===== src/thal_pkg.sv =====
`timescale 1ns / 1ps
// ----------------------------------------------------------------------------
// thal_pkg
// Types and constants shared by the temperature alarm logger blocks.
// ----------------------------------------------------------------------------
package thal_pkg;

   // commands carried in tuser
   typedef enum logic [1:0] {
      CMD_MEASURE = 2'd0,
      CMD_CLEAR   = 2'd1,
      CMD_READ    = 2'd2,
      CMD_NOP     = 2'd3
   } thal_cmd_type;

   // configuration register indexes
   typedef enum logic [1:0] {
      CSR_ALARM_THRESHOLD   = 2'd0,
      CSR_RELEASE_THRESHOLD = 2'd1,
      CSR_BLINK_PERIOD      = 2'd2
   } thal_csr_type;

   localparam int CSR_ADDR_W = 2;
   localparam int CSR_DATA_W = 16;

   localparam int ADC_W      = 12;
   localparam int TIME_W     = 32;
   localparam int TEMP_W     = 8;
   localparam int PERIOD_W   = 16;
   localparam int CMD_W      = 2;

   // sensor scaling: 3.3 V span at 50 degrees per volt, 100 degrees at zero code
   localparam int ADC_FULL_SCALE = 4095;
   localparam int TEMP_SPAN      = 100;
   localparam int TEMP_SLOPE     = 165;
   localparam int SPAN_SCALED    = TEMP_SPAN * ADC_FULL_SCALE;
   localparam int SCALED_W       = 20;
   localparam int QUOT_W         = 8;
   localparam int REM_W          = 13;
   localparam int TEMP_WIDE_W    = 10;
   localparam int RECIP_SHIFT    = 32;
   localparam int RECIP_W        = 21;
   localparam logic [RECIP_W-1:0] ADC_RECIP =
      RECIP_W'((64'd1 << RECIP_SHIFT) / ADC_FULL_SCALE);

   // duration in seconds: divide by 8, then by 125
   localparam int MS_PER_S        = 1000;
   localparam int DUR_PRESHIFT    = 3;
   localparam int DUR_DIVISOR     = MS_PER_S >> DUR_PRESHIFT;
   localparam int DUR_W           = 23;
   localparam int DUR_Y_W         = TIME_W - DUR_PRESHIFT;
   localparam int DUR_RECIP_SHIFT = 29;
   localparam int DUR_REM_W       = 8;
   localparam logic [DUR_W-1:0] DUR_RECIP =
      DUR_W'((64'd1 << DUR_RECIP_SHIFT) / DUR_DIVISOR);

   localparam int QUEUE_DEPTH = 8;
   localparam int QUEUE_PTR_W = $clog2(QUEUE_DEPTH);
   localparam int QUEUE_CNT_W = $clog2(QUEUE_DEPTH + 1);

   typedef struct packed {
      logic signed [7:0] alarm_threshold;
      logic signed [7:0] release_threshold;
      logic [PERIOD_W-1:0] blink_period_ms;
   } thal_cfg_type;

   typedef struct packed {
      logic [13:0] year;
      logic [3:0]  month;
      logic [4:0]  day;
      logic [4:0]  hour;
      logic [5:0]  minute;
      logic [5:0]  second;
   } thal_date_type;

   typedef struct packed {
      logic signed [7:0] threshold;
      thal_date_type     date;
   } thal_event_type;

   typedef struct packed {
      thal_cmd_type             cmd;
      logic signed [TEMP_W-1:0] temperature;
      logic                     alarm_set;
      logic                     alarm_clear;
      logic [TIME_W-1:0]        now_ms;
      thal_event_type           evt;
   } thal_item_type;

   typedef struct packed {
      logic signed [TEMP_W-1:0] temperature;
      logic                     alarm_active;
      logic                     led_on;
   } thal_status_type;

endpackage


===== src/thal_queue.sv =====
`timescale 1ns / 1ps
// ----------------------------------------------------------------------------
// thal_queue
// Short first-in first-out queue between the front and the back.
// ----------------------------------------------------------------------------
module thal_queue
   import thal_pkg::*;
#(
   parameter int WIDTH = 8
) (
   input  logic             clock,
   input  logic             reset,
   input  logic             push,
   input  logic [WIDTH-1:0] push_data,
   input  logic             pop,
   output logic             head_valid,
   output logic [WIDTH-1:0] head_data
);

   logic [WIDTH-1:0]       mem_ff [QUEUE_DEPTH];
   logic [QUEUE_PTR_W-1:0] wr_ptr_ff;
   logic [QUEUE_PTR_W-1:0] rd_ptr_ff;
   logic [QUEUE_CNT_W-1:0] count_ff;
   logic [QUEUE_CNT_W-1:0] count_in;

   assign count_in = count_ff + QUEUE_CNT_W'(push) - QUEUE_CNT_W'(pop);

   always_ff @(posedge clock) begin
      if (reset) begin
         wr_ptr_ff <= '0;
         rd_ptr_ff <= '0;
         count_ff  <= '0;
      end else begin
         count_ff <= count_in;
         if (push) begin
            wr_ptr_ff <= wr_ptr_ff + 1'b1;
         end
         if (pop) begin
            rd_ptr_ff <= rd_ptr_ff + 1'b1;
         end
      end
   end

   always_ff @(posedge clock) begin
      if (push) begin
         mem_ff[wr_ptr_ff] <= push_data;
      end
   end

   assign head_valid = (count_ff != '0);
   assign head_data  = mem_ff[rd_ptr_ff];

endmodule


===== config.mk =====
export PLATFORM = sky130hd
export DESIGN_NAME = thal_queue
export DESIGN_NICKNAME = d
export VERILOG_FILES = /design/src/thal_pkg.sv /design/src/thal_queue.sv
export SDC_FILE = /design/constraint.sdc
export NUM_CORES = 1
export LEC_CHECK = 0
export ABC_CLOCK_PERIOD_IN_PS = 2300
export BUFFER_PORTS_ARGS = -buffer_cell sky130_fd_sc_hd__buf_2
export CAP_MARGIN = 20
export CORE_UTILIZATION = 40
export CTS_CLUSTER_SIZE = 16
export DETAILED_ROUTE_END_ITERATION = 7
export GPL_ROUTABILITY_DRIVEN = 0
export GPL_TIMING_DRIVEN = 0
export HOLD_SLACK_MARGIN = 0.06
export PLACE_DENSITY = 0.64
export SKIP_CTS_REPAIR_TIMING = 1
export SYNTH_ARGS = -nofsm -noshare
export SYNTH_HDL_FRONTEND = slang
export SYNTH_SLANG_ARGS = --single-unit

===== constraint.sdc =====
create_clock -name clock -period 2.3 [get_ports clock]
set_input_delay 0.23 -clock clock [delete_from_list [all_inputs] [get_ports clock]]
set_output_delay 0.23 -clock clock [all_outputs]
set_load 0.02 [all_outputs]

==> impl_metrics.yaml, run 1 <==
worst_setup_path:
  setup.worst_path.start_class: "flip-flop"
  reg2reg_slack_ns: 0.57
  critPathMaxFanout: 10
  crit_buf_inv: 3
  critPathMaxStageDelay_ns: 0.55
  cp.arrival_ns: 1.94
  cp-end-kind: "output pin"
  criticalPathCategory: "reg2out"
  cp_cell_sequence: "buf_6, buf_12, mux4_1, mux2_2, buf_2"
  cp_top_family: "multiplexers"
  crit_path_top_delay_cell: "mux4_1"
  crit_required_ns: 2.07
sta:
  rsz0062_at_grt: "no"
  setup_viol: 0
  finalCriticalPeriod_ns: 2.17
  max_freq_mhz: 461
  fin_crit_sh_pct: 94.3
  worst_pin_slew_ns: 0.955
  hold_viol: 0
  fin_skew_ns: 0.00748
  timing.setup.tns_ns: 0
  slew_viol_final: 0
  maxSlewHeadroom_pct: 36.1
drt:
  viasPerCell: 4.90
  dr_total_vias: 1464
  drt-total-wl_mm: 5.05
  drt_first_pass_iters: 4
  antenna_left: 0
  wl_per_cell_um: 16.9
  drc: 0
  drt_iter0_drc: 70
floorplan:
  die_area_um2: 8050
  die_w_um: 89.7
  io_pins: 21
  start_util_pct: 42.0
  die_h_um: 89.7
  core_um2: 7330
  num_rows: 31
logic_synthesis:
  ys_top_cells_by_area: "edfxtp_1 (62%), mux4_1 (13%), dfxtp_1 (8.5%)"
  synth_top_area_share_pct: 62.4
  yosys_most_used_dff: "edfxtp_1"
  yosys_register_bits: 77
  synth-seq-area-share_pct: 70.9
  synth-xor-area-share_pct: 1.42
  syn-num-nets: 181
  yosysTopAreaCell: "edfxtp_1"
  synth_commonest_cells: "edfxtp_1 (64), nor2_1 (16), mux4_1 (15), dfxtp_1 (13), mux2_2 (8)"
  syn_area_um2: 3080
  synth_mux_area_share_pct: 17.1
  synth_cells: 161
  synth-edff-count: 64
  synth-simple-area-share_pct: 4.10
  ys_async_sr_fraction_pct: 0
  syn_avg_cell_area_um2: 19.1
  synth_top_family_by_area: "multiplexers"
  yosysMostFrequentCell: "edfxtp_1"
  yosys_warnings: 0
  synthAdderAreaFrac_pct: 3.49
  ys_types: 24
  synth-compound-area-share_pct: 0.610
global_route:
  grt_max_degree: 14
  first_global_vias: 1529
  grt_pass1_wl_mm: 8.00
  track_usage_pct: 14.0
  grt-ovfl-total: 0
  antenna_found_initial: 0
clock_tree:
  clk_latency_ns: 0.35
  numClockSinks: 77
  tritoncts: "built"
  cts_buffers: 9
  cts_root_buffer: "clkbuf_8"
  h-tree-depth: 3
  cts.reportedPaths.clkPinSlew_ns: 0.08
  max-clock-path-buffers: 2
placement:
  io_buffers: 20
  dp.cells: 281
  hpwlAfterDp_mm: 3.17
  place_area_um2: 3310
power_and_ir_drop:
  power_density_nw_per_um2: 848
  irDropWorstVdd_mv: 0.376
  p_leak_nw: 1.23
run:
  maxCapViolations: 0
finish:
  fin_util_pct: 48.3
  drive_above_1_share_pct: 26.5
  synthToLayoutAreaGrowth_pct: 14.9
  stdcell_count: 299
  final_nets: 215
  fill_cells: 623
  antenna_cells: 0
  final_design_area_no_fill_um2: 3540
worst_hold_path:
  hold_class: "in2reg"
status:
  status: "complete, no violations"
sequential cells by signal, summed over array words and instances (netlist names), named ones only:
name,cells
mem_ff,64
count_ff,4
rd_ptr_ff,3
wr_ptr_ff,3
cell families after synthesis:
logic type | after synthesis
and+or+nand+nor | 29
xor gates and xnor gates | 5
buffers and inverters | 13
muxes | 26
AOI/OAI and AO/OA | 3
DFF | 77
adders and majority gates | 8
power breakdown:
part	leakage, nW	internal [mW]	switching [mW]
clock	0.0923	0.499	0.490
sequential	0.688	1.57	0.0272
combinational	0.453	0.192	0.218
through the flow:
stage	worst slack, ns	hold slack (ns)	total power [mW]
2_1_floorplan	0.658	0.329	1.92
3_3_place_gp	0.254	0.499	2.03
3_5_place_dp	0.289	0.504	2.04
4_1_cts	-0.0979	0.129	3.02
5_1_grt	0.0219	0.139	3.13
6_report	0.131	0.143	3.00
cell type report:
| type | count | area [um2] | share of cell area [%] |
|---|---|---|---|
| sequential | 77 | 2180 | 61.7 |
| multi-input combinational | 71 | 828 | 23.4 |
| timing repair buffer | 24 | 140 | 3.96 |
| clock buffer | 10 | 128 | 3.61 |
| tap | 99 | 124 | 3.50 |
| clock inverter | 6 | 63.8 | 1.80 |
| buffer | 5 | 46.3 | 1.31 |
| inverter | 7 | 26.3 | 0.743 |
metal layers:
metal | GRT usage (%) | wire [um] | vias to the layer above
met2 | 21.3 | 2390 | 32
li1 | - | - | 703
met3 | 5.58 | 278 | 6
met5 | 0 | 0 | -
met4 | 6.42 | 68 | 0
met1 | 17.7 | 2320 | 723
cells in the final DEF (no fill, tap or decap), types with 3 or more instances in the layout:
| cell | synthesis | final |
|---|---|---|
| inv_1 | 7 | 7 |
| mux2_2 | 8 | 8 |
| mux4_1 | 15 | 15 |
| nor2_1 | 16 | 16 |
| nand2b_1 | 4 | 4 |
| nand2_1 | 4 | 4 |
| xor2_1 | 3 | 3 |
| clkbuf_8 | 0 | 9 |
| buf_2 | 1 | 21 |
| dfxtp_1 | 13 | 13 |
| edfxtp_1 | 64 | 64 |
| ha_1 | 7 | 7 |
worst paths after layout:
path | depth (start not counted) | endpoint | from
max reg2reg | 2 | mem_ff[1][5] | wr_ptr_ff[0]
min reg2reg | 2 | flip-flop | rd_ptr_ff[1]
max | 5 | head_data[5] | flip-flop
min | 1 | mem_ff[4][7] | push_data[7]
Power figures use the tool's default switching activity.
==> inputs of run 2 (changes only) <==
BUFFER_PORTS_ARGS = default   (was -buffer_cell sky130_fd_sc_hd__buf_2)
DONT_BUFFER_PORTS = 1   (was default)
PLACE_DENSITY = 0.61   (was 0.64)
==> run 2 against run 1 <==
  * Clock power increased by 5%
  * Clock skew decreased by 0.00075 ns
  * Die area unchanged
  * Combinational power decreased by 8.0%
  * Routed wire length decreased by 0.38%
  * Global-route usage decreased by 0.35 points
  * Worst hold slack got worse by 0.082 ns
  * Via count decreased by 4.0%
  * Flip-flop and latch count unchanged
  * Design area decreased by 0.85%
  * Sequential power about the same
  * Core utilization decreased by 0.41 points
  * Critical path type unchanged
  * Largest cell class unchanged
  * Largest power group unchanged
==> impl_metrics.yaml, run 2 (synthesized netlist as in run 1, its figures left out) <==
sta:
  hold_slack_ns: 0.0603
  slew_viol_final: 0
  hold_viol: 0
  maxSlewHeadroom_pct: 36.0
  rsz0062_at_grt: "no"
  fin_crit_sh_pct: 92.0
  timing.setup.tns_ns: 0
  finalCriticalPeriod_ns: 2.11
  setup_viol: 0
  setup_ws_ns: 0.185
  fin_skew_ns: 0.00674
  max_freq_mhz: 473
  worst_pin_slew_ns: 0.956
floorplan:
  die_h_um: 89.7
  die_area_um2: 8050
  start_util_pct: 42.0
  num_rows: 31
  core_um2: 7330
  io_pins: 21
  die_w_um: 89.7
worst_setup_path:
  cp_num_cells: 4
  cp_top_family: "multiplexers"
  critPathMaxStageDelay_ns: 0.55
  crit_buf_inv: 2
  crit_path_end: "head_data[2]"
  crit_required_ns: 2.07
  criticalPathCategory: "reg2out"
  crit_path_top_delay_cell: "mux4_1"
  r2r_end: "mem_ff[3][5]"
  cp-end-kind: "output pin"
  reg2reg_slack_ns: 0.61
  critPathMaxFanout: 10
  r2r_cells: 2
  setup.worst_path.start_class: "flip-flop"
  cp.arrival_ns: 1.88
  cp_cell_sequence: "buf_6, buf_12, mux4_1, mux2_2"
  r2r_start: "wr_ptr_ff[0]"
placement:
  dp_worst_setup_slack_ns: 0.385
  hpwlAfterDp_mm: 3.29
  io_buffers: 0
  dp.cells: 262
clock_tree:
  clk_latency_ns: 0.34
  cts.reportedPaths.clkPinSlew_ns: 0.07
  max-clock-path-buffers: 2
  tritoncts: "built"
  cts_buffers: 9
  numClockSinks: 77
  cts_root_buffer: "clkbuf_8"
  h-tree-depth: 3
finish:
  stdcell_count: 286
  drive_above_1_share_pct: 14.4
  largest_reg_flops: 64
  fin_util_pct: 47.9
  multi_input_area_um2: 823
  reg_top3: "mem_ff (64), count_ff (4)"
  final_cell_mix: "edfxtp_1 (64), nor2_1 (16), mux4_1 (15)"
  antenna_cells: 0
  regArea_um2: 2180
  fill_cells: 595
  final_common_cell: "edfxtp_1"
  synthToLayoutAreaGrowth_pct: 13.9
  final_nets: 202
  regMostFlops: "mem_ff"
global_route:
  antenna_found_initial: 0
  first_global_vias: 1453
  track_usage_pct: 13.7
  grt-ovfl-total: 0
  grt_pass1_wl_mm: 7.81
  grt_max_degree: 13
drt:
  viasPerCell: 4.92
  wl_per_cell_um: 17.6
  drt_first_pass_iters: 4
  drt-total-wl_mm: 5.03
  antenna_left: 0
  dr_total_vias: 1406
  drc: 0
  drt_iter0_drc: 95
power_and_ir_drop:
  power_density_nw_per_um2: 861
  p_leak_nw: 1.19
  irDropWorstVdd_mv: 0.317
status:
  status: "complete, no violations"
worst_hold_path:
  hold_class: "in2reg"
run:
  maxCapViolations: 0
## run 2: worst min path at each step
stage                       from      endpoint  slack, ns  depth (start not counted)
CTS                 push_data[4]  mem_ff[7][4]      -0.03                          0
floorplan           push_data[0]  mem_ff[0][0]       0.33                          0
finish                      push  wr_ptr_ff[1]       0.06                          2
global route                push  wr_ptr_ff[1]       0.06                          2
global placement    push_data[5]  mem_ff[5][5]       0.33                          0
detailed placement  push_data[6]  mem_ff[2][6]       0.33                          0
## run 2: power breakdown
part	switching (mW)	internal [mW]
Clock	0.448	0.594
Sequential	0.0274	1.57
Combinational	0.210	0.169
## run 2: worst reg2reg max path: stages (launching register included)
cell,delay [ns]
dfxtp_1,0.46
nand2_1,0.11
nor2_1,0.74
## run 2: area by class of cell
class | instances | area share, %
multi-input combinational | 71 | 23.5
inverter | 7 | 0.749
sequential | 77 | 62.2
tap | 99 | 3.53
clock inverter | 7 | 2.28
timing repair buffer | 11 | 3.00
buffer | 5 | 1.25
clock buffer | 9 | 3.53
## run 2: through the flow
step / area (um2) / power, mW
after CTS: 3420 / 3.02
after global routing: 3510 / 3.17
after detailed placement: 3220 / 1.99
after floorplan: 3080 / 1.92
final: 3510 / 3.02
after global placement: 3200 / 1.97
## run 2: layer usage
metal,global-route usage (%),part of all wire [%]
met4,5.74,1.4
met2,22.8,53
met3,5.92,4.4
met1,15.3,42
met5,0,0
==> inputs of run 3 (changes only) <==
SETUP_SLACK_MARGIN = 0.4   (was default)
==> run 3 against run 2 <==
  * Total power increased by 1.7%
  * Combinational power grew 13%
  * Critical path depth unchanged
  * Via count increased by 2.0%
  * Non-clock buffer count is 7 higher
  * Clock power barely moved
  * Worst hold slack barely moved
  * Largest power group unchanged
  * Highest routed layer unchanged
==> impl_metrics.yaml, run 3 (synthesized netlist as in run 1, its figures left out) <==
placement:
  dp.cells: 262
  io_buffers: 0
  hpwlAfterDp_mm: 3.29
  dp_worst_setup_slack_ns: 0.385
finish:
  final_cell_mix: "edfxtp_1 (64), nor2_1 (16), mux4_2 (15)"
  fill_cells: 599
  stdcell_count: 293
  final_nets: 209
  reg_top3: "mem_ff (64), count_ff (4)"
  synthToLayoutAreaGrowth_pct: 15.9
  largest_reg_flops: 64
  final_common_cell: "edfxtp_1"
  regMostFlops: "mem_ff"
  antenna_cells: 0
  drive_above_1_share_pct: 25.3
sta:
  hold_slack_ns: 0.0601
  setup_ws_ns: 0.288
  rsz0062_at_grt: "yes"
  slew_viol_final: 0
  fin_crit_sh_pct: 87.5
  worst_pin_slew_ns: 0.981
  finalCriticalPeriod_ns: 2.01
  hold_viol: 0
  setup_viol: 0
  timing.setup.tns_ns: 0
  maxSlewHeadroom_pct: 34.3
  fin_skew_ns: 0.00591
  max_freq_mhz: 497
power_and_ir_drop:
  irDropWorstVdd_mv: 0.318
  p_leak_nw: 1.22
  power_density_nw_per_um2: 862
  finalPower_mw: 3.07
clock_tree:
  max-clock-path-buffers: 2
  cts.reportedPaths.clkPinSlew_ns: 0.07
  clk_latency_ns: 0.34
  cts_root_buffer: "clkbuf_8"
  numClockSinks: 77
  h-tree-depth: 3
  cts_buffers: 9
  tritoncts: "built"
global_route:
  grtUsageMet2_pct: 22.8
  first_global_vias: 1453
  top_usage_layer: "met2"
  grt_max_degree: 13
  met3_usage_pct: 5.92
  use_met1_pct: 15.3
  grt-ovfl-total: 0
  track_usage_pct: 13.7
  antenna_found_initial: 0
  grt_pass1_wl_mm: 7.81
worst_hold_path:
  hold_class: "in2reg"
worst_setup_path:
  cp_cell_sequence: "buf_8, clkbuf_16, mux4_2, mux2_4"
  crit_required_ns: 2.07
  critPathMaxFanout: 7
  critPathMaxStageDelay_ns: 0.49
  setup.worst_path.start_class: "flip-flop"
  cp-end-kind: "output pin"
  cp.arrival_ns: 1.78
  criticalPathCategory: "reg2out"
  crit_path_top_delay_cell: "mux4_2"
floorplan:
  start_util_pct: 42.0
  die_area_um2: 8050
  io_pins: 21
  core_um2: 7330
  die_h_um: 89.7
  die_w_um: 89.7
  num_rows: 31
drt:
  drt_iter0_drc: 108
  drc: 0
  drt-total-wl_mm: 5.30
  wl_per_cell_um: 18.1
  drt_first_pass_iters: 5
  dr_total_vias: 1434
  antenna_left: 0
  viasPerCell: 4.89
status:
  status: "complete, no violations"
run:
  maxCapViolations: 0
## run 3: changes by cell type in the layout (fill, tap and decap cells not counted)
cell / before / now
buf_2: 1 / 0
buf_4: 2 / 6
buf_6: 1 / 2
buf_8: 0 / 1
clkbuf_16: 0 / 1
clkbuf_2: 0 / 1
dfxtp_1: 13 / 12
dfxtp_2: 0 / 1
mux2_2: 8 / 0
mux2_4: 0 / 8
mux4_1: 15 / 1
mux4_2: 1 / 15
## run 3: metrics by stage
| step | util, % | area (um2) |
|---|---|---|
| CTS | 46.7 | 3420 |
| global route | 48.7 | 3570 |
| floorplan | - | 3080 |
| detailed placement | 43.9 | 3220 |
| finish | 48.7 | 3570 |
| global placement | 43.7 | 3200 |
## run 3: worst paths after layout
path,start,to,slack (ns),depth (start not counted)
setup / recovery,flip-flop,head_data[2],0.29,4
hold / removal,push,wr_ptr_ff[1],0.06,2
setup reg to reg,wr_ptr_ff[0],mem_ff[3][5],0.58,2
hold reg to reg,wr_ptr_ff[2],wr_ptr_ff[2],0.56,2
## run 3: area by class of cell
type / instances / area (um2) / share of cell area (%)
clock inverter: 7 / 80.1 / 2.24
buffer: 6 / 58.8 / 1.65
multi-input combinational: 71 / 801 / 22.4
timing repair buffer: 17 / 171 / 4.80
sequential: 77 / 2180 / 61.2
inverter: 7 / 26.3 / 0.736
clock buffer: 9 / 124 / 3.47
tap: 99 / 124 / 3.47
## run 3: routing by layer
layer / vias up / share of wire (%) / routed length (um)
met1: 729 / 45 / 2360
met2: 28 / 50 / 2650
met4: 0 / 1.4 / 72
met3: 8 / 4.0 / 210
li1: 669 / - / -
met5: - / 0 / 0
## run 3: worst max-delay path: cells and delay by family, from the launching register on
kind	cells	cell delay, ns
buffers and inverters	2	0.29
flip-flops	1	0.34
multiplexers	2	0.80
## run 3: power breakdown
part / switching, mW / total (mW) / internal [mW]
registers: 0.0283 / 1.60 / 1.57
clock network: 0.451 / 1.05 / 0.594
logic: 0.221 / 0.427 / 0.206
