## config.mk

```make
export PLATFORM = sky130hd
export DESIGN_NAME = thal_front
export DESIGN_NICKNAME = d
export VERILOG_FILES = /design/src/thal_pkg.sv /design/src/thal_front.sv
export SDC_FILE = /design/constraint.sdc
export NUM_CORES = 1
export LEC_CHECK = 0
export BUFFER_PORTS_ARGS = -buffer_cell sky130_fd_sc_hd__buf_2
export CELL_PAD_IN_SITES_DETAIL_PLACEMENT = 1
export CELL_PAD_IN_SITES_GLOBAL_PLACEMENT = 1
export CORE_MARGIN = 3
export CORE_UTILIZATION = 49
export CTS_BUF_LIST = sky130_fd_sc_hd__clkbuf_8
export DETAILED_ROUTE_END_ITERATION = 6
export HOLD_SLACK_MARGIN = 0.15
export PLACE_DENSITY_LB_ADDON = 0.15
export SLEW_MARGIN = 30
export SYNTH_ARGS = -nofsm -noshare
export SYNTH_HDL_FRONTEND = slang
export SYNTH_SLANG_ARGS = --single-unit
export TNS_END_PERCENT = 10
```

## constraint.sdc

```tcl
create_clock -name clock -period 10.6 [get_ports clock]
set_clock_uncertainty 0.15 [all_clocks]
set_input_delay 1.06 -clock clock [delete_from_list [all_inputs] [get_ports clock]]
set_output_delay 1.06 -clock clock [all_outputs]
set_load 0.02 [all_outputs]
```

## src/thal_pkg.sv

```systemverilog
`timescale 1ns / 1ps
// ----------------------------------------------------------------------------
// thal_pkg
// Types and constants shared by the temperature alarm logger blocks.
// ----------------------------------------------------------------------------
package thal_pkg;

   // commands carried in tuser
   typedef enum logic [1:0] {
      CMD_MEASURE = 2'd0,
      CMD_CLEAR   = 2'd1,
      CMD_READ    = 2'd2,
      CMD_NOP     = 2'd3
   } thal_cmd_type;

   // configuration register indexes
   typedef enum logic [1:0] {
      CSR_ALARM_THRESHOLD   = 2'd0,
      CSR_RELEASE_THRESHOLD = 2'd1,
      CSR_BLINK_PERIOD      = 2'd2
   } thal_csr_type;

   localparam int CSR_ADDR_W = 2;
   localparam int CSR_DATA_W = 16;

   localparam int ADC_W      = 12;
   localparam int TIME_W     = 32;
   localparam int TEMP_W     = 8;
   localparam int PERIOD_W   = 16;
   localparam int CMD_W      = 2;

   // sensor scaling: 3.3 V span at 50 degrees per volt, 100 degrees at zero code
   localparam int ADC_FULL_SCALE = 4095;
   localparam int TEMP_SPAN      = 100;
   localparam int TEMP_SLOPE     = 165;
   localparam int SPAN_SCALED    = TEMP_SPAN * ADC_FULL_SCALE;
   localparam int SCALED_W       = 20;
   localparam int QUOT_W         = 8;
   localparam int REM_W          = 13;
   localparam int TEMP_WIDE_W    = 10;
   localparam int RECIP_SHIFT    = 32;
   localparam int RECIP_W        = 21;
   localparam logic [RECIP_W-1:0] ADC_RECIP =
      RECIP_W'((64'd1 << RECIP_SHIFT) / ADC_FULL_SCALE);

   // duration in seconds: divide by 8, then by 125
   localparam int MS_PER_S        = 1000;
   localparam int DUR_PRESHIFT    = 3;
   localparam int DUR_DIVISOR     = MS_PER_S >> DUR_PRESHIFT;
   localparam int DUR_W           = 23;
   localparam int DUR_Y_W         = TIME_W - DUR_PRESHIFT;
   localparam int DUR_RECIP_SHIFT = 29;
   localparam int DUR_REM_W       = 8;
   localparam logic [DUR_W-1:0] DUR_RECIP =
      DUR_W'((64'd1 << DUR_RECIP_SHIFT) / DUR_DIVISOR);

   localparam int QUEUE_DEPTH = 8;
   localparam int QUEUE_PTR_W = $clog2(QUEUE_DEPTH);
   localparam int QUEUE_CNT_W = $clog2(QUEUE_DEPTH + 1);

   typedef struct packed {
      logic signed [7:0] alarm_threshold;
      logic signed [7:0] release_threshold;
      logic [PERIOD_W-1:0] blink_period_ms;
   } thal_cfg_type;

   typedef struct packed {
      logic [13:0] year;
      logic [3:0]  month;
      logic [4:0]  day;
      logic [4:0]  hour;
      logic [5:0]  minute;
      logic [5:0]  second;
   } thal_date_type;

   typedef struct packed {
      logic signed [7:0] threshold;
      thal_date_type     date;
   } thal_event_type;

   typedef struct packed {
      thal_cmd_type             cmd;
      logic signed [TEMP_W-1:0] temperature;
      logic                     alarm_set;
      logic                     alarm_clear;
      logic [TIME_W-1:0]        now_ms;
      thal_event_type           evt;
   } thal_item_type;

   typedef struct packed {
      logic signed [TEMP_W-1:0] temperature;
      logic                     alarm_active;
      logic                     led_on;
   } thal_status_type;

endpackage

```

## src/thal_front.sv

```systemverilog
`timescale 1ns / 1ps
// ----------------------------------------------------------------------------
// thal_front
// Accepts items, converts the sample to degrees in three stages and
// classifies it against the thresholds, then pushes it to the queue.
// ----------------------------------------------------------------------------
module thal_front
   import thal_pkg::*;
#(
   parameter int HISTORY_DEPTH = 64,
   localparam int IDX_W = (HISTORY_DEPTH > 1) ? $clog2(HISTORY_DEPTH) : 1
) (
   input  logic                 clock,
   input  logic                 reset,
   input  thal_cfg_type         cfg,
   input  logic                 in_valid,
   output logic                 in_ready,
   input  thal_cmd_type         in_cmd,
   input  logic [ADC_W-1:0]     in_sample,
   input  logic [TIME_W-1:0]    in_now,
   input  thal_date_type        in_date,
   input  logic [IDX_W-1:0]     in_idx,
   input  logic                 credit_return,
   output logic                 push_valid,
   output thal_item_type        push_item,
   output logic [IDX_W-1:0]     push_idx
);

   logic                   accept;
   logic [QUEUE_CNT_W-1:0] used_ff;
   logic [QUEUE_CNT_W-1:0] used_in;

   logic                s1_valid_ff;
   thal_cmd_type        s1_cmd_ff;
   logic [SCALED_W-1:0] s1_scaled_ff;
   logic [TIME_W-1:0]   s1_now_ff;
   thal_date_type       s1_date_ff;
   logic [IDX_W-1:0]    s1_idx_ff;

   logic                s2_valid_ff;
   thal_cmd_type        s2_cmd_ff;
   logic [SCALED_W-1:0] s2_scaled_ff;
   logic [QUOT_W-1:0]   s2_quot_ff;
   logic [TIME_W-1:0]   s2_now_ff;
   thal_date_type       s2_date_ff;
   logic [IDX_W-1:0]    s2_idx_ff;

   logic                s3_valid_ff;
   thal_cmd_type        s3_cmd_ff;
   logic                s3_pos_ff;
   logic [QUOT_W-1:0]   s3_quot_ff;
   logic [REM_W-1:0]    s3_rem_ff;
   logic [TIME_W-1:0]   s3_now_ff;
   thal_date_type       s3_date_ff;
   logic [IDX_W-1:0]    s3_idx_ff;

   logic [SCALED_W+RECIP_W-1:0] recip_prod;
   logic [SCALED_W-1:0]         back_prod;
   logic [SCALED_W-1:0]         rem_wide;

   logic                         rem_ge;
   logic [QUOT_W-1:0]            quot;
   logic [REM_W-1:0]             rem_fix;
   logic                         round_up;
   logic [TEMP_WIDE_W-1:0]       temp_wide;
   logic signed [TEMP_WIDE_W-1:0] temp_signed;
   logic signed [TEMP_W-1:0]     temp;
   logic                         above;
   logic                         hit_set;
   logic                         hit_clear;

   // credits cover the three stages and the queue
   assign in_ready = (used_ff < QUEUE_CNT_W'(QUEUE_DEPTH));
   assign accept   = in_valid && in_ready;
   assign used_in  = used_ff + QUEUE_CNT_W'(accept) - QUEUE_CNT_W'(credit_return);

   assign recip_prod = (SCALED_W+RECIP_W)'(s1_scaled_ff) * (SCALED_W+RECIP_W)'(ADC_RECIP);
   assign back_prod  = SCALED_W'(s2_quot_ff) * SCALED_W'(ADC_FULL_SCALE);
   assign rem_wide   = s2_scaled_ff - back_prod;

   always_ff @(posedge clock) begin
      if (reset) begin
         used_ff     <= '0;
         s1_valid_ff <= 1'b0;
         s2_valid_ff <= 1'b0;
         s3_valid_ff <= 1'b0;
      end else begin
         used_ff     <= used_in;
         s1_valid_ff <= accept;
         s2_valid_ff <= s1_valid_ff;
         s3_valid_ff <= s2_valid_ff;
      end
   end

   always_ff @(posedge clock) begin
      s1_cmd_ff    <= in_cmd;
      s1_scaled_ff <= SCALED_W'(in_sample) * SCALED_W'(TEMP_SLOPE);
      s1_now_ff    <= in_now;
      s1_date_ff   <= in_date;
      s1_idx_ff    <= in_idx;

      s2_cmd_ff    <= s1_cmd_ff;
      s2_scaled_ff <= s1_scaled_ff;
      s2_quot_ff   <= recip_prod[RECIP_SHIFT +: QUOT_W];
      s2_now_ff    <= s1_now_ff;
      s2_date_ff   <= s1_date_ff;
      s2_idx_ff    <= s1_idx_ff;

      s3_cmd_ff    <= s2_cmd_ff;
      s3_pos_ff    <= (s2_scaled_ff <= SCALED_W'(SPAN_SCALED));
      s3_quot_ff   <= s2_quot_ff;
      s3_rem_ff    <= rem_wide[REM_W-1:0];
      s3_now_ff    <= s2_now_ff;
      s3_date_ff   <= s2_date_ff;
      s3_idx_ff    <= s2_idx_ff;
   end

   // quotient estimate may be one low; truncation toward zero for positive values
   always_comb begin
      rem_ge      = (s3_rem_ff >= REM_W'(ADC_FULL_SCALE));
      quot        = s3_quot_ff + QUOT_W'(rem_ge);
      rem_fix     = rem_ge ? (s3_rem_ff - REM_W'(ADC_FULL_SCALE)) : s3_rem_ff;
      round_up    = s3_pos_ff && (rem_fix != '0);
      temp_wide   = TEMP_WIDE_W'(TEMP_SPAN) - TEMP_WIDE_W'(quot) - TEMP_WIDE_W'(round_up);
      temp_signed = $signed(temp_wide);
      if (temp_signed > TEMP_WIDE_W'(signed'(127))) begin
         temp = 8'sd127;
      end else if (temp_signed < -TEMP_WIDE_W'(signed'(128))) begin
         temp = -8'sd128;
      end else begin
         temp = temp_signed[TEMP_W-1:0];
      end
      above = (cfg.alarm_threshold > cfg.release_threshold);
      if (above) begin
         hit_set   = (temp >= cfg.alarm_threshold);
         hit_clear = (temp <= cfg.release_threshold);
      end else begin
         hit_set   = (temp <= cfg.alarm_threshold);
         hit_clear = (temp >= cfg.release_threshold);
      end
   end

   assign push_valid            = s3_valid_ff;
   assign push_item.cmd         = s3_cmd_ff;
   assign push_item.temperature = temp;
   assign push_item.alarm_set   = hit_set;
   assign push_item.alarm_clear = !hit_set && hit_clear;
   assign push_item.now_ms      = s3_now_ff;
   assign push_item.evt.threshold = cfg.alarm_threshold;
   assign push_item.evt.date    = s3_date_ff;
   assign push_idx              = s3_idx_ff;

endmodule

```

==> flow_summary.json, run 1 <==
{
  "status": "completed",
  "area_growth_pct": 19.7,
  "place_area_um2": 13400,
  "clk_path_buf_depth": 3,
  "syn-cell-area_um2": 12000,
  "grt_remaining_overflow": 0,
  "slew_violations": 0,
  "grt_pass1_vias": 8825,
  "async_reset_ff_frac": 0,
  "via_per_inst": 4.87,
  "die_h_um": 163,
  "drive_gt1_frac": 0.234,
  "ys_seq_area_frac": 0.527,
  "boundaryPins": 228,
  "cts_root_buf": "clkbuf_8",
  "finalNetCount": 1570,
  "dp_hpwl_um": 21000,
  "die_area_um2": 26500,
  "setup_violations": 0,
  "fin_area_um2": 14400,
  "yosysWarnings": 0,
  "synth.distinct_cells": 68,
  "cts_buffers": 48,
  "reg2reg_slack_ns": 6.13,
  "pre_cts_ws_ns": 3.65,
  "grtUsageTotal": 0.219,
  "cts_hold_buf": 0,
  "synth-main-ff-cell": "dfxtp_1",
  "grt_pass1_wl_um": 45500,
  "syn_avg_cell_area_um2": 11.9,
  "path_clk_slew_ns": 0.07,
  "clock_latency_ns": 0.60,
  "die_w_um": 163,
  "vias": 7837,
  "hold_class": "reg -> reg",
  "critPathSlowestCell": "dfxtp_1",
  "cts_tree": "done",
  "start_util": 0.506,
  "synthCells": 1008,
  "fin_setup_tns_ns": 0,
  "slew-limit-headroom": 0.598,
  "fin_ws_ns": 3.08,
  "period_share": 0.709,
  "grt_max_degree": 16,
  "critPathKind": "reg -> out",
  "fillers": 2550,
  "place.gp.congestion": 0.805,
  "rsz0062_at_grt": "false",
  "routed_wirelength_um": 29000,
  "yosysTopAreaCellShare": 0.527,
  "synth.area.top_cells": "dfxtp_1, ha_1, fa_1",
  "worst_path_largest_cell_delay_ns": 0.43,
  "worstMarginPinSlew_ns": 0.603,
  "wl_per_cell_um": 18.0,
  "antenna_found_initial": 4,
  "postCtsSetupBuffers": 0,
  "crit_required_ns": 9.39,
  "cpMostUsedCell": "ha_1",
  "worstRegToRegCells": 14,
  "drtAntennaViolNets": 0,
  "port-buffer-count": 211,
  "syn_nets": 1323,
  "coreArea_um2": 23800,
  "grt_use_met1": 0.233,
  "synth-edff-count": 0,
  "clock-sinks": 317,
  "cp-endpoint": "push_item[80]",
  "seq_area_um2": 6350,
  "timing.fmax_ghz": 0.133,
  "busiest_layer": "met2",
  "period_needed_ns": 7.52,
  "cp_max_fo": 6,
  "worst-endpoint-arrival_ns": 6.31,
  "regToRegEndpoint": "s3_rem_ff[12]",
  "start_kind": "flop",
  "worstSetupStartpoint": "s3_rem_ff[3]",
  "yosysTopAreaCell": "dfxtp_1",
  "drt-initial-drc-count": 220,
  "drtPass1Iterations": 4,
  "r2r_start": "s2_quot_ff[0]",
  "cts_resized": 0,
  "drc": 0,
  "multiInputGateArea_um2": 5080,
  "maxCapViolCount": 0,
  "hold_violations": 0,
  "floorplan.rows": 56,
  "cp-end-kind": "output pin",
  "met3_usage": 0.0572,
  "h-tree-depth": 2,
  "synth_seq_cells": 317,
  "use_met2": 0.406
}
metrics by stage:
stage	hold WS, ns	utilization	instances
floorplan	0.160	-	1008
detailed placement	0.163	0.562	1524
CTS	0.174	0.605	1607
global placement	0.160	0.562	1524
global route	0.178	0.605	1610
finish	0.171	0.605	1610
kinds of logic after synthesis:
kind of cell,share of synthesized area
flops,0.527
fa+ha+maj,0.227
simple gates,0.0730
buf+inv,0.0512
compound gates,0.0782
xor+xnor,0.0405
mux,0.00332
cell usage after synthesis (all sizes together), types with 3 or more instances:
master	count
o21ai	31
o31ai	3
o2111ai	5
mux2i	4
nand2b	13
or3	4
o21bai	4
nor2	36
or2	5
a21o	8
fa	52
nor2b	12
dfxtp	317
inv	138
o211ai	6
nor3	9
nand4	16
nand3	14
and2	6
ha	135
a21oi	30
and3	7
o21a	15
xnor2	36
a31oi	3
nand2	24
buf	13
a211oi	7
a21boi	3
xor2	18
routing by layer:
metal,routed length [µm],vias up
li1,-,3836
met1,10600,3753
met2,15800,183
met3,1550,63
met4,1020,2
met5,13,-
registers in the layout, indices dropped and copies added (netlist names), 20 cells and up:
register	cells
push_item	40
s1_date_ff	40
s1_now_ff	32
s1_scaled_ff	20
s2_date_ff	40
s2_now_ff	32
s2_scaled_ff	20
s3_now_ff	32
cells in the final DEF (no fill, tap or decap), types with 18 or more instances in the layout:
master,count
buf_2,211
xnor2_1,34
nor2_1,36
xor2_1,18
o21ai_0,21
clkbuf_8,55
inv_1,155
a21oi_1,30
fa_1,52
ha_1,135
nand2_1,22
dfxtp_1,317
final cells by class:
cell class / count / share of cell area
antenna: 3 / 0.000521
clock buffer: 55 / 0.0525
clock inverter: 28 / 0.0178
inverter: 138 / 0.0359
multi-input combinational: 539 / 0.352
sequential: 317 / 0.440
tap: 319 / 0.0277
timing repair buffer: 211 / 0.0732
critical path: cells and delay by family (launching register included):
kind,cells,cell delay [ns]
compound gates,12,2.28
xor+xnor,1,0.31
fa+ha+maj,4,1.18
buf+inv,2,0.26
flops,1,0.43
simple gates,7,1.30
worst min-delay path by stage:
stage / slack, ns / to / from / cells past startpoint
finish: 0.17 / s2_date_ff[38] / s1_date_ff[38] / 0
global route: 0.18 / s2_date_ff[38] / s1_date_ff[38] / 0
CTS: 0.17 / s2_date_ff[31] / s1_date_ff[31] / 0
detailed placement: 0.16 / s2_date_ff[39] / s1_date_ff[39] / 0
global placement: 0.16 / s2_date_ff[18] / s1_date_ff[18] / 0
floorplan: 0.16 / push_idx[0] / s2_idx_ff[0] / 0
Power of run 1 is not shown: default switching activity piles up to over one toggle a cycle in this logic, so the estimate is an artifact.
==> inputs of run 2 (changes only) <==
--- a/config.mk
+++ b/config.mk
@@ -9,7 +9,7 @@
 export CELL_PAD_IN_SITES_DETAIL_PLACEMENT = 1
 export CELL_PAD_IN_SITES_GLOBAL_PLACEMENT = 1
 export CORE_MARGIN = 3
-export CORE_UTILIZATION = 49
+export CORE_UTILIZATION = 41
 export CTS_BUF_LIST = sky130_fd_sc_hd__clkbuf_8
 export DETAILED_ROUTE_END_ITERATION = 6
 export HOLD_SLACK_MARGIN = 0.15
==> constraint.sdc (replaced) <==
create_clock -name clock -period 6.4 [get_ports clock]
set_clock_uncertainty 0.15 [all_clocks]
set_input_delay 0.64 -clock clock [delete_from_list [all_inputs] [get_ports clock]]
set_output_delay 0.64 -clock clock [all_outputs]
set_load 0.02 [all_outputs]
==> run 2 against run 1 <==
  * Worst hold slack lost 0.0066 ns
  * Final cell count grew 10%
  * Design area grew 9.7%
==> flow_summary.json, run 2 (same netlist as run 1, synthesis figures left out) <==
{
  "period_share": 0.974,
  "worst_path_largest_cell_delay_ns": 0.40,
  "fin_setup_tns_ns": 0,
  "slew-limit-headroom": 0.590,
  "grt_max_degree": 17,
  "cts_root_buf": "clkbuf_8",
  "grt_pass1_wl_um": 46900,
  "drtPass1Iterations": 4,
  "wl_per_cell_um": 16.9,
  "finalNetCount": 1667,
  "die_area_um2": 31500,
  "fin_ws_ns": 0.165,
  "start_util": 0.417,
  "num_antenna_cells": 0,
  "timing.fmax_ghz": 0.160,
  "cpMostUsedCell": "ha_4",
  "die_w_um": 177,
  "cts_buffers": 48,
  "drc": 0,
  "antenna_found_initial": 0,
  "boundaryPins": 228,
  "vias": 8222,
  "area_growth_pct": 31.4,
  "coreArea_um2": 28900,
  "port-buffer-count": 211,
  "pre_cts_ws_ns": 0.00364,
  "worst-endpoint-arrival_ns": 5.44,
  "clk_path_buf_depth": 3,
  "cp-end-kind": "output pin",
  "h-tree-depth": 2,
  "slew_violations": 0,
  "critPathSlowestCell": "or3_4",
  "cts_tree": "done",
  "hold_depth": 0,
  "setup_violations": 0,
  "fillers": 3078,
  "routed_wirelength_um": 30000,
  "path_clk_slew_ns": 0.07,
  "period_needed_ns": 6.23,
  "critPathKind": "reg -> out",
  "die_h_um": 177,
  "floorplan.rows": 62,
  "worstMarginPinSlew_ns": 0.615,
  "grtUsageTotal": 0.189,
  "place.gp.congestion": 0.756,
  "grt_pass1_vias": 9097,
  "drive_gt1_frac": 0.260,
  "worstRegToRegCells": 13,
  "cp_max_fo": 6,
  "hold_class": "reg -> reg",
  "grt_remaining_overflow": 0,
  "fin_area_um2": 15800,
  "status": "completed",
  "drt-initial-drc-count": 192,
  "clock-sinks": 317,
  "hold_violations": 0,
  "drtAntennaViolNets": 0,
  "mostFrequentLayoutCells": "dfxtp_1, buf_2, inv_1",
  "via_per_inst": 4.63,
  "maxCapViolCount": 0,
  "crit_required_ns": 5.61,
  "layout_commonest_cell": "dfxtp_1",
  "dp_hpwl_um": 19500,
  "start_kind": "flop",
  "clock_latency_ns": 0.58,
  "rsz0062_at_grt": "true",
  "place_area_um2": 13500
}
run 2: cell types whose count changed in the layout (fill, tap and decap cells not counted), sizes merged, moves of 3 or more:
cell | previous run | this run
clkbuf | 55 | 63
buf | 211 | 225
dlygate4sd3 | 0 | 83
clkinv | 3 | 8
inv | 157 | 149
diode | 3 | 0
run 2: final cells by class:
cell class	instances	area, µm²	share of cell area
inverters	138	518	0.0327
repair buffers	308	2000	0.126
clock inverters	25	303	0.0191
well taps	384	480	0.0304
clock buffers	63	867	0.0548
flip-flops and latches	317	6360	0.402
multi-input cells	539	5290	0.335
run 2: stage by stage:
step	std cells	hold WS [ns]	util
3_5_place_dp	1594	0.163	0.468
6_report	1774	0.165	0.548
2_1_floorplan	1008	0.160	-
4_1_cts	1768	0.165	0.542
3_3_place_gp	1594	0.159	0.468
5_1_grt	1774	0.177	0.548
run 2: final timing paths:
| kind | startpoint | end | slack [ns] |
|---|---|---|---|
| max | s3_rem_ff[4] | push_item[80] | 0.17 |
| min | s1_date_ff[37] | s2_date_ff[37] | 0.16 |
| max reg2reg | s2_quot_ff[0] | s3_rem_ff[12] | 1.89 |
| min reg2reg | s1_date_ff[37] | s2_date_ff[37] | 0.16 |
run 2: what timing repair did:
action / CTS / global route
setup endpoints to repair: 2 / 2
pin swaps: 5 / 21
setup buffers: 3 / 6
hold buffers: 83 / 0
gates resized for setup: 24 / 27
endpoints found under the hold margin: 89 / 0
run 2: worst max-delay path, delay by kind of cell, from the launching register on:
family | cells | cell delay, ns
compound gates | 12 | 2.02
simple gates | 8 | 1.42
flops | 1 | 0.36
buf+inv | 2 | 0.17
fa+ha+maj | 4 | 0.87
run 2: layer usage:
metal / up-vias / global-route usage / wire length [µm]
met5: - / 0 / 0
met4: 0 / 0.0648 / 951
met3: 58 / 0.0462 / 1500
met2: 174 / 0.363 / 16300
met1: 3961 / 0.201 / 11200
li1: 4029 / - / -
Power of run 2 is left out for the same reason.
==> inputs of run 3 (changes only) <==
--- a/config.mk
+++ b/config.mk
@@ -8,7 +8,7 @@
 export BUFFER_PORTS_ARGS = -buffer_cell sky130_fd_sc_hd__buf_2
 export CELL_PAD_IN_SITES_DETAIL_PLACEMENT = 1
 export CELL_PAD_IN_SITES_GLOBAL_PLACEMENT = 1
-export CORE_MARGIN = 3
+export CORE_MARGIN = 1
 export CORE_UTILIZATION = 41
 export CTS_BUF_LIST = sky130_fd_sc_hd__clkbuf_8
 export DETAILED_ROUTE_END_ITERATION = 6
==> run 3 against run 2 <==
  * Register-to-register slack got worse by 0.02 ns
  * Final cell count increased by 0.11%
  * Utilization decreased by 0.51 points
  * Worst hold slack got worse by 0.0017 ns
  * Count of clock-buffer cells in the layout decreased by 3
  * Critical endpoint unchanged
  * Highest routed layer is now met5
==> flow_summary.json, run 3 (same netlist as run 1, synthesis figures left out) <==
{
  "status": "completed",
  "grt_pass1_wl_um": 45500,
  "worstMarginPinSlew_ns": 0.604,
  "via_per_inst": 4.59,
  "worst_hold_slack_ns": 0.163,
  "period_share": 0.982,
  "cts_buffers": 48,
  "clock_latency_ns": 0.58,
  "slew_violations": 0,
  "hp-start": "s1_now_ff[11]",
  "mostFrequentLayoutCells": "dfxtp_1, buf_2, inv_1",
  "path_clk_slew_ns": 0.06,
  "setup_violations": 0,
  "hold_class": "reg -> reg",
  "grtUsageTotal": 0.191,
  "die_h_um": 173,
  "crit_required_ns": 5.61,
  "hold_violations": 0,
  "grt_max_degree": 15,
  "drive_gt1_frac": 0.252,
  "timing.fmax_ghz": 0.159,
  "place.gp.congestion": 0.776,
  "port-buffer-count": 211,
  "maxCapViolCount": 0,
  "boundaryPins": 228,
  "cts_root_buf": "clkbuf_8",
  "dp_hpwl_um": 18900,
  "hold-path-endpoint": "s2_now_ff[11]",
  "grt_remaining_overflow": 0,
  "h-tree-depth": 2,
  "clock-sinks": 317,
  "critPathKind": "reg -> out",
  "reg2reg_slack_ns": 1.87,
  "worstRegToRegCells": 13,
  "coreArea_um2": 28800,
  "period_needed_ns": 6.28,
  "drc": 0,
  "worst_path_largest_cell_delay_ns": 0.40,
  "grt_pass1_vias": 9076,
  "cp_max_fo": 5,
  "wl_per_cell_um": 16.2,
  "drtAntennaViolNets": 0,
  "worst-endpoint-arrival_ns": 5.49,
  "fillers": 3035,
  "rsz0062_at_grt": "true",
  "finalNetCount": 1668,
  "slew-limit-headroom": 0.597,
  "r2r_start": "s2_quot_ff[0]",
  "cp-end-kind": "output pin",
  "start_util": 0.418,
  "cpMostUsedCell": "ha_4",
  "hold_depth": 0,
  "clk_path_buf_depth": 3,
  "vias": 8148,
  "die_w_um": 173,
  "cts_tree": "done",
  "drtPass1Iterations": 4,
  "start_kind": "flop",
  "die_area_um2": 30100,
  "fin_setup_tns_ns": 0,
  "antenna_found_initial": 2,
  "critPathSlowestCell": "or3_4",
  "floorplan.rows": 62,
  "layout_commonest_cell": "dfxtp_1",
  "regToRegEndpoint": "s3_rem_ff[12]",
  "routed_wirelength_um": 28800,
  "area_growth_pct": 29.8,
  "drt-initial-drc-count": 215
}
[run 3: how the worst max path moves through the flow]
stage | from | to | cells after the start
after detailed placement | s3_rem_ff[3] | push_item[80] | 26
after CTS | s3_rem_ff[3] | push_item[80] | 26
after global placement | s3_rem_ff[3] | push_item[80] | 26
after global routing | s3_rem_ff[5] | push_item[80] | 24
after floorplan | s3_rem_ff[3] | push_item[80] | 25
final | s3_rem_ff[6] | push_item[80] | 26
[run 3: repair_timing]
action,in CTS,in global routing
cloned,0,0
hold buffers,83,0
pin swaps,6,21
hold endpoints to repair,89,0
resized for setup,24,21
buffers inserted,5,6
setup endpoints to repair,2,2
[run 3: area by class of cell]
| cell class | count | area (µm²) | area share |
|---|---|---|---|
| flip-flops and latches | 317 | 6360 | 0.407 |
| multi-input cells | 539 | 5280 | 0.337 |
| repair buffers | 309 | 2010 | 0.128 |
| clock buffers | 60 | 826 | 0.0528 |
| inverters | 138 | 518 | 0.0331 |
| well taps | 384 | 480 | 0.0307 |
| clock inverters | 28 | 165 | 0.0106 |
| diodes | 1 | 2.50 | 0.000160 |
[run 3: critical path, delay by kind of cell, from the launching register on]
kind | cells | cell delay [ns]
fa+ha+maj | 4 | 0.73
simple gates | 8 | 1.62
buf+inv | 2 | 0.17
flops | 1 | 0.35
compound gates | 12 | 2.04
[run 3: per-stage QoR]
step	setup WS [ns]	util	cell area (µm²)	cells
4_1_cts	0.00661	0.537	15500	1769
6_report	0.117	0.543	15600	1776
3_3_place_gp	0.164	0.469	13500	1593
2_1_floorplan	0.141	-	12000	1008
5_1_grt	-0.190	0.543	15600	1776
3_5_place_dp	0.0118	0.469	13500	1593
[run 3: per-layer routing]
| metal | wire length, µm | part of all wire | track usage |
|---|---|---|---|
| met1 | 10800 | 0.38 | 0.194 |
| met2 | 15600 | 0.54 | 0.370 |
| met3 | 1360 | 0.047 | 0.0421 |
| met4 | 1060 | 0.037 | 0.0859 |
| met5 | 17 | 0.00059 | 0 |
Power of run 3 is left out for the same reason.
